[src/hw/rtl/ils_pkg.sv]
package ils_pkg;

    // List size and derived widths.
    localparam int CAPACITY   = 256;
    localparam int IDX_W      = $clog2(CAPACITY);
    localparam int CNT_W      = $clog2(CAPACITY + 1);
    localparam int DATA_W     = 32;
    localparam int POS_W      = 16;
    localparam int CMD_W      = 3;
    localparam int STAT_W     = 2;
    localparam int LEN_W      = 9;
    localparam int CMP_W      = (CNT_W > POS_W - 1) ? CNT_W : POS_W - 1;

    // Read tree shape: groups of cells reduced in the first stage.
    localparam int GROUP_SIZE = 16;
    localparam int NUM_GROUPS = (CAPACITY + GROUP_SIZE - 1) / GROUP_SIZE;

    // Stream payload widths, padded to whole bytes.
    localparam int S_TDATA_W  = ((CMD_W + POS_W + DATA_W + 7) / 8) * 8;
    localparam int M_TDATA_W  = ((DATA_W + STAT_W + LEN_W + 7) / 8) * 8;

    // Command codes.
    localparam logic [CMD_W-1:0] CMD_GET      = 3'd0;
    localparam logic [CMD_W-1:0] CMD_INS_HEAD = 3'd1;
    localparam logic [CMD_W-1:0] CMD_INS_TAIL = 3'd2;
    localparam logic [CMD_W-1:0] CMD_INS_AT   = 3'd3;
    localparam logic [CMD_W-1:0] CMD_DEL_AT   = 3'd4;

    // Status codes.
    localparam logic [STAT_W-1:0] STAT_DONE    = 2'd0;
    localparam logic [STAT_W-1:0] STAT_INVALID = 2'd1;
    localparam logic [STAT_W-1:0] STAT_FULL    = 2'd2;

    // Control broadcast to every cell of the chain.
    typedef struct packed {
        logic              ins;
        logic              del;
        logic [IDX_W-1:0]  idx;
        logic [DATA_W-1:0] data;
    } cell_ctrl_t;

endpackage

[src/hw/rtl/ils_cell.sv]
module ils_cell
    import ils_pkg::*;
(
    input  logic              aclk,
    input  cell_ctrl_t        ctrl,
    input  logic [IDX_W-1:0]  cell_index,
    input  logic [IDX_W-1:0]  rd_index,
    input  logic [DATA_W-1:0] left_in,
    input  logic [DATA_W-1:0] right_in,
    output logic [DATA_W-1:0] value_out,
    output logic [DATA_W-1:0] read_out
);

    logic [DATA_W-1:0] value_reg;
    logic [DATA_W-1:0] value_next;

    // Insert opens a gap at the index, delete closes the gap there.
    always_comb begin
        value_next = value_reg;
        if (ctrl.ins) begin
            if (cell_index > ctrl.idx) begin
                value_next = left_in;
            end else if (cell_index == ctrl.idx) begin
                value_next = ctrl.data;
            end
        end else if (ctrl.del) begin
            if (cell_index >= ctrl.idx) begin
                value_next = right_in;
            end
        end
    end

    always_ff @(posedge aclk) begin
        value_reg <= value_next;
    end

    assign value_out = value_reg;

    // Only the addressed cell puts its value on the read tree.
    assign read_out = (cell_index == rd_index) ? value_reg : '0;

endmodule

[config.mk]
export PLATFORM = sky130hd
export DESIGN_NAME = ils_cell
export DESIGN_NICKNAME = d
export VERILOG_FILES = /design/src/hw/rtl/ils_pkg.sv /design/src/hw/rtl/ils_cell.sv
export SDC_FILE = /design/constraint.sdc
export NUM_CORES = 1
export LEC_CHECK = 0
export BUFFER_PORTS_ARGS = -buffer_cell sky130_fd_sc_hd__buf_2
export CAP_MARGIN = 0
export CORE_MARGIN = 2
export CORE_UTILIZATION = 30
export DETAILED_ROUTE_END_ITERATION = 16
export GPL_TIMING_DRIVEN = 0
export RECOVER_POWER = 100
export SYNTH_ARGS = -nofsm -noshare
export SYNTH_HDL_FRONTEND = slang
export SYNTH_SLANG_ARGS = --single-unit
[constraint.sdc]
create_clock -name aclk -period 10.2 [get_ports aclk]
set_input_delay 2.04 -clock aclk [delete_from_list [all_inputs] [get_ports aclk]]
set_output_delay 2.04 -clock aclk [all_outputs]
set_load 0.02 [all_outputs]
======== Yosys cells after proc, flatten, opt, wreduce, memory -nomap -nowiden ========
Index checks and enable logic that the tools add are counted.
storage, ports and cells
  register bits after elaboration ......... 32
  memories ................................ 0
  bits in writable memories ............... 0
  output and inout port bits .............. 64
  bits in read-only memories .............. 0
  word-level logic and storage cells ...... 15
  input bits .............................. 123
  bits in latches ......................... 0
cells by class
  bitwise gates (word level) .............. 0
  shift operators ......................... 0
  reductions and logical operators ........ 3
  $lt $le $gt $ge ......................... 2
  $mul .................................... 0
  divide/modulo/power cells ............... 0
  equal/unequal tests ..................... 3
  multiplexer cells ....................... 6
  $add $sub $neg .......................... 0
operators with widths
  operator                                       number
  2-to-1 mux 32 bit                              6
  equality test 8 bit                            2
  >= comparator 8 bit                            1
  greater-than comparator 8 bit                  1
  nonzero test 2 bit                             2
  != test 3 x 1 -> 1 bit, second input constant  1
  AND reduction 3 bit                            1

======== Longest topological paths before layout ========
  word-level depth ........................ 4
  mapped depth ............................ 9
  mapped depth without buffers ............ 7

======== Worst setup path after synthesis ========
Ideal clock, no wire load.
  kind .................................... input -> register
  start point ............................. input port ctrl[39] (netlist name)
  end point ............................... register value_reg[0] (netlist: value_out[0]) (enable)
  arrival time ............................ 4681 ps
  setup time .............................. 432 ps
  data required time ...................... 9768 ps
  path buffers ............................ 1
  stages .................................. 6
  setup slack ............................. 5088 ps
  cell sequence ........................... inv_1 -> ha_1 -> nand4_2 -> clkbuf_1 -> a31o_2 -> a21oi_1
between the ends
  word-level cells in the longest chain between the ends .. 3
  elaborated cells between the ends (all ways) .. 6
  classes of those cells .................. 2 x order compare; 2 x eq/ne; 2 x reduce/logical
RTL lines
  item                                                                    RTL line        source
  start, declared                                                         ils_cell.sv:5   input cell_ctrl_t ctrl,
  greater-than comparator 8 bit, or another cell as far along             ils_cell.sv:21  if (cell_index > ctrl.idx) begin
  != test 3 x 1 -> 1 bit (no line) or nonzero test 2 bit (tied branches)  n/a
  AND reduction 3 bit (no line) (*)                                       n/a
  end signal, assigned                                                    ils_cell.sv:34  value_reg <= value_next;
  end, declared                                                           ils_cell.sv:14  logic [DATA_W-1:0] value_reg;
Mark *: on every way between the ends. The rest lies on a longest branch, timed or not.
A chain may end at the register's enable or synchronous reset.

======== Worst setup path after layout ========
  start point ............................. input port cell_index[7]
  end point ............................... register value_reg[11] (netlist: value_out[11]) (enable)
between the ends
  word-level cells in the longest chain between the ends .. 3
  elaborated cells between the ends (all ways) .. 6
  classes of those cells .................. 2 x order compare; 2 x eq/ne; 2 x reduce/logical
RTL lines
  item                                                                    RTL line        source
  start, declared                                                         ils_cell.sv:6   input logic [IDX_W-1:0] cell_index,
  greater-than comparator 8 bit, or another cell as far along             ils_cell.sv:21
  != test 3 x 1 -> 1 bit (no line) or nonzero test 2 bit (tied branches)  n/a
  AND reduction 3 bit (no line) (*)                                       n/a
Marks and branches as above.

==> results.txt <==
outcome -> finished with violations
violated checks -> capacitance limit, slew limit
slew at the pin closest to its max-slew limit -> 1.71 ns
Worst-path clk slew -> 0.07 ns
Setup TNS Final -> 0 ns
global-route wire length before repair -> 17300 um
Post-Synth Simple-Gate Area -> 0.200
Ant. Diodes -> 0
MaxCap Viol Count -> 1
WL/cell -> 16.3 um
Syn Inst Count -> 362
Mapped Avg Cell Area -> 8.64 um^2
Yosys warning total -> 0
Leakage Power -> 0.00182 uW
share of layout cells above drive strength 1 -> 0.279
clk buf depth -> 2
total power -> 486 uW
xor/xnor cell area share of the yosys netlist -> 0.0224
H-tree depth -> 2
Setup crit start kind -> input port
post-synthesis sequential area ratio -> 0.307
Primary FF master, synth -> edfxtp_1
GR Overflow Total -> 0
Iter 0 DRT Violations -> 162
antenna violations before repair -> 0
asr flop ratio synth -> 0
PnR worst setup slack -> 4.40 ns
FP Rows -> 37
Final setup viols -> 0
Final period util -> 0.569
final net count -> 686
die area -> 0.0113 mm^2
DRT Pass-1 Iters -> 5
library cells used by synthesis -> 32
IO Pins -> 187
Worst Hold Class -> in2reg
adder-cell share of the synthesized area -> 0.0320
CP endpoint kind -> flip-flop
Tot GR Track Use -> 0.193
Port Buf Inserts -> 185
Vias -> 3605
clk sinks -> 32
Hold Vio Cnt, Final -> 0
Hold-fix buffers, CTS -> 0
number of synthesized flops with an enable pin -> 32
syn nets -> 493
CTS Buf Count -> 5
largest family of logic cells by synthesized area -> compound AO/OA/AOI/OAI gates
worst vdd ir -> 0.0488 mV
Initial Util -> 0.306
placed cell area -> 0.00426 mm^2
Post-CTS Setup Inserts -> 0
number of gates resized after cts -> 0
Max-slew headroom -> -0.139
Synth Area in Compound Gates -> 0.272
DR vias/cell -> 5.21
RSZ-0062 raised after global routing -> false
largest net degree at the start of global routing -> 18
CP arrival -> 5.70 ns
core area -> 0.0102 mm^2
area grow syn2layout -> 35.6%
Residual DRC -> 0
Critical Path End -> value_out[11]
WL final -> 11300 um
Root Driver -> clkbuf_8
DP Worst Slack -> 4.53 ns
max FFs per register -> 32
vias in the first global route -> 3569
Worst Path Required -> 10.11 ns
final instance area -> 0.00424 mm^2
GP Congestion -> 0.758
fmax -> 172 MHz
Final min period -> 5.80 ns
Yosys reg bits -> 32
WS Path Type -> in2reg
Die H -> 106 um
max-slew violation count -> 18
CP max FO -> 17
CTS tree -> yes
crit path from -> cell_index[7]
pwr dens -> 115 mW/mm^2
Detail Placement HPWL -> 8520 um
Syn Std Cell Area -> 0.00313 mm^2
mux contribution to synthesized area -> 0.111
hold path startpoint -> right_in[30]
post-route ant nets -> 0
die width -> 106 um
-- worst min path at each step --
stage,to,slack [ns],cells past startpoint
2_1_floorplan,value_out[30],2.25,1
3_3_place_gp,value_out[30],2.35,2
3_5_place_dp,value_out[30],2.34,2
4_1_cts,value_out[30],2.04,2
5_1_grt,value_out[30],2.06,2
6_report,value_out[30],2.05,2
-- cells in the final DEF (no fill, tap or decap), drive strengths merged --
cell type  instances
buf              143
clkbuf            77
nand2             65
nor2              35
a41oi             32
edfxtp            32
and2              32
a21boi            31
a22oi             31
mux2              30
inv                8
xnor2              8
ha                 8
a21oi              5
nand4              4
o211ai             2
clkinv             2
a21o               1
a41o               1
o21ai              1
nor2b              1
mux2i              1
o22a               1
and3               1
nand2b             1
a31oi              1
a31o               1
bufinv             1
-- Yosys cell counts (2+ instances only) --
library cell,number,area [um^2]
nand4_1,3,18.8
clkbuf_1,19,71.3
nor2_1,35,131
ha_1,8,100
buf_2,5,25.0
inv_1,8,30.0
buf_6,2,22.5
a22oi_1,31,233
o211ai_1,2,15.0
mux2_1,25,282
a41oi_1,31,272
nand2_1,65,244
buf_4,3,22.5
and2_1,32,200
mux2_2,5,56.3
a21oi_1,4,20.0
edfxtp_1,32,961
a21boi_0,31,233
xnor2_1,8,70.1
-- cells by family after synthesis --
logic type,Yosys count
buf+inv,37
simple gates,139
fa+ha+maj,8
mux,31
compound gates,107
flops,32
xor+xnor,8
-- worst max-delay path: stages --
cell and delay, ns:
buf_2 0.12, ha_1 0.31, nand4_1 0.38, clkbuf_1 0.39, a31o_2 0.30, a21oi_1 1.30
clkbuf_1 0.85
-- cell type report --
cell class | count | area (um^2)
sequential | 32 | 961
multi-input combinational | 293 | 1970
clock buffer | 5 | 68.8
buffer | 29 | 138
timing repair buffer | 186 | 866
clock inverter | 3 | 37.5
inverter | 8 | 30.0
tap | 136 | 170
fill | 1077 | 5990
-- metrics by stage --
stage               cells  hold slack, ns  utilization
floorplan             362            2.25            -
global placement      683            2.35        0.413
detailed placement    684            2.34        0.417
CTS                   692            2.04        0.427
global route          692            2.06        0.414
finish                692            2.05        0.414
-- power by group --
group / switching (uW) / internal [uW] / leakage (uW)
clock network: 52.0 / 71.2 / 0.0000532
registers: 9.74 / 172 / 0.000312
logic: 110 / 70.4 / 0.00146
total: 172 / 314 / 0.00182
-- per-layer routing --
layer  up-vias  track usage  part of all wire
met4         0       0.0648             0.013
met3        11       0.0319             0.072
li1       1732            -                 -
met1      1702        0.244              0.43
met2       160        0.335              0.49
met5         -            0                 0
Note: power is estimated with default switching activity, not from simulation.
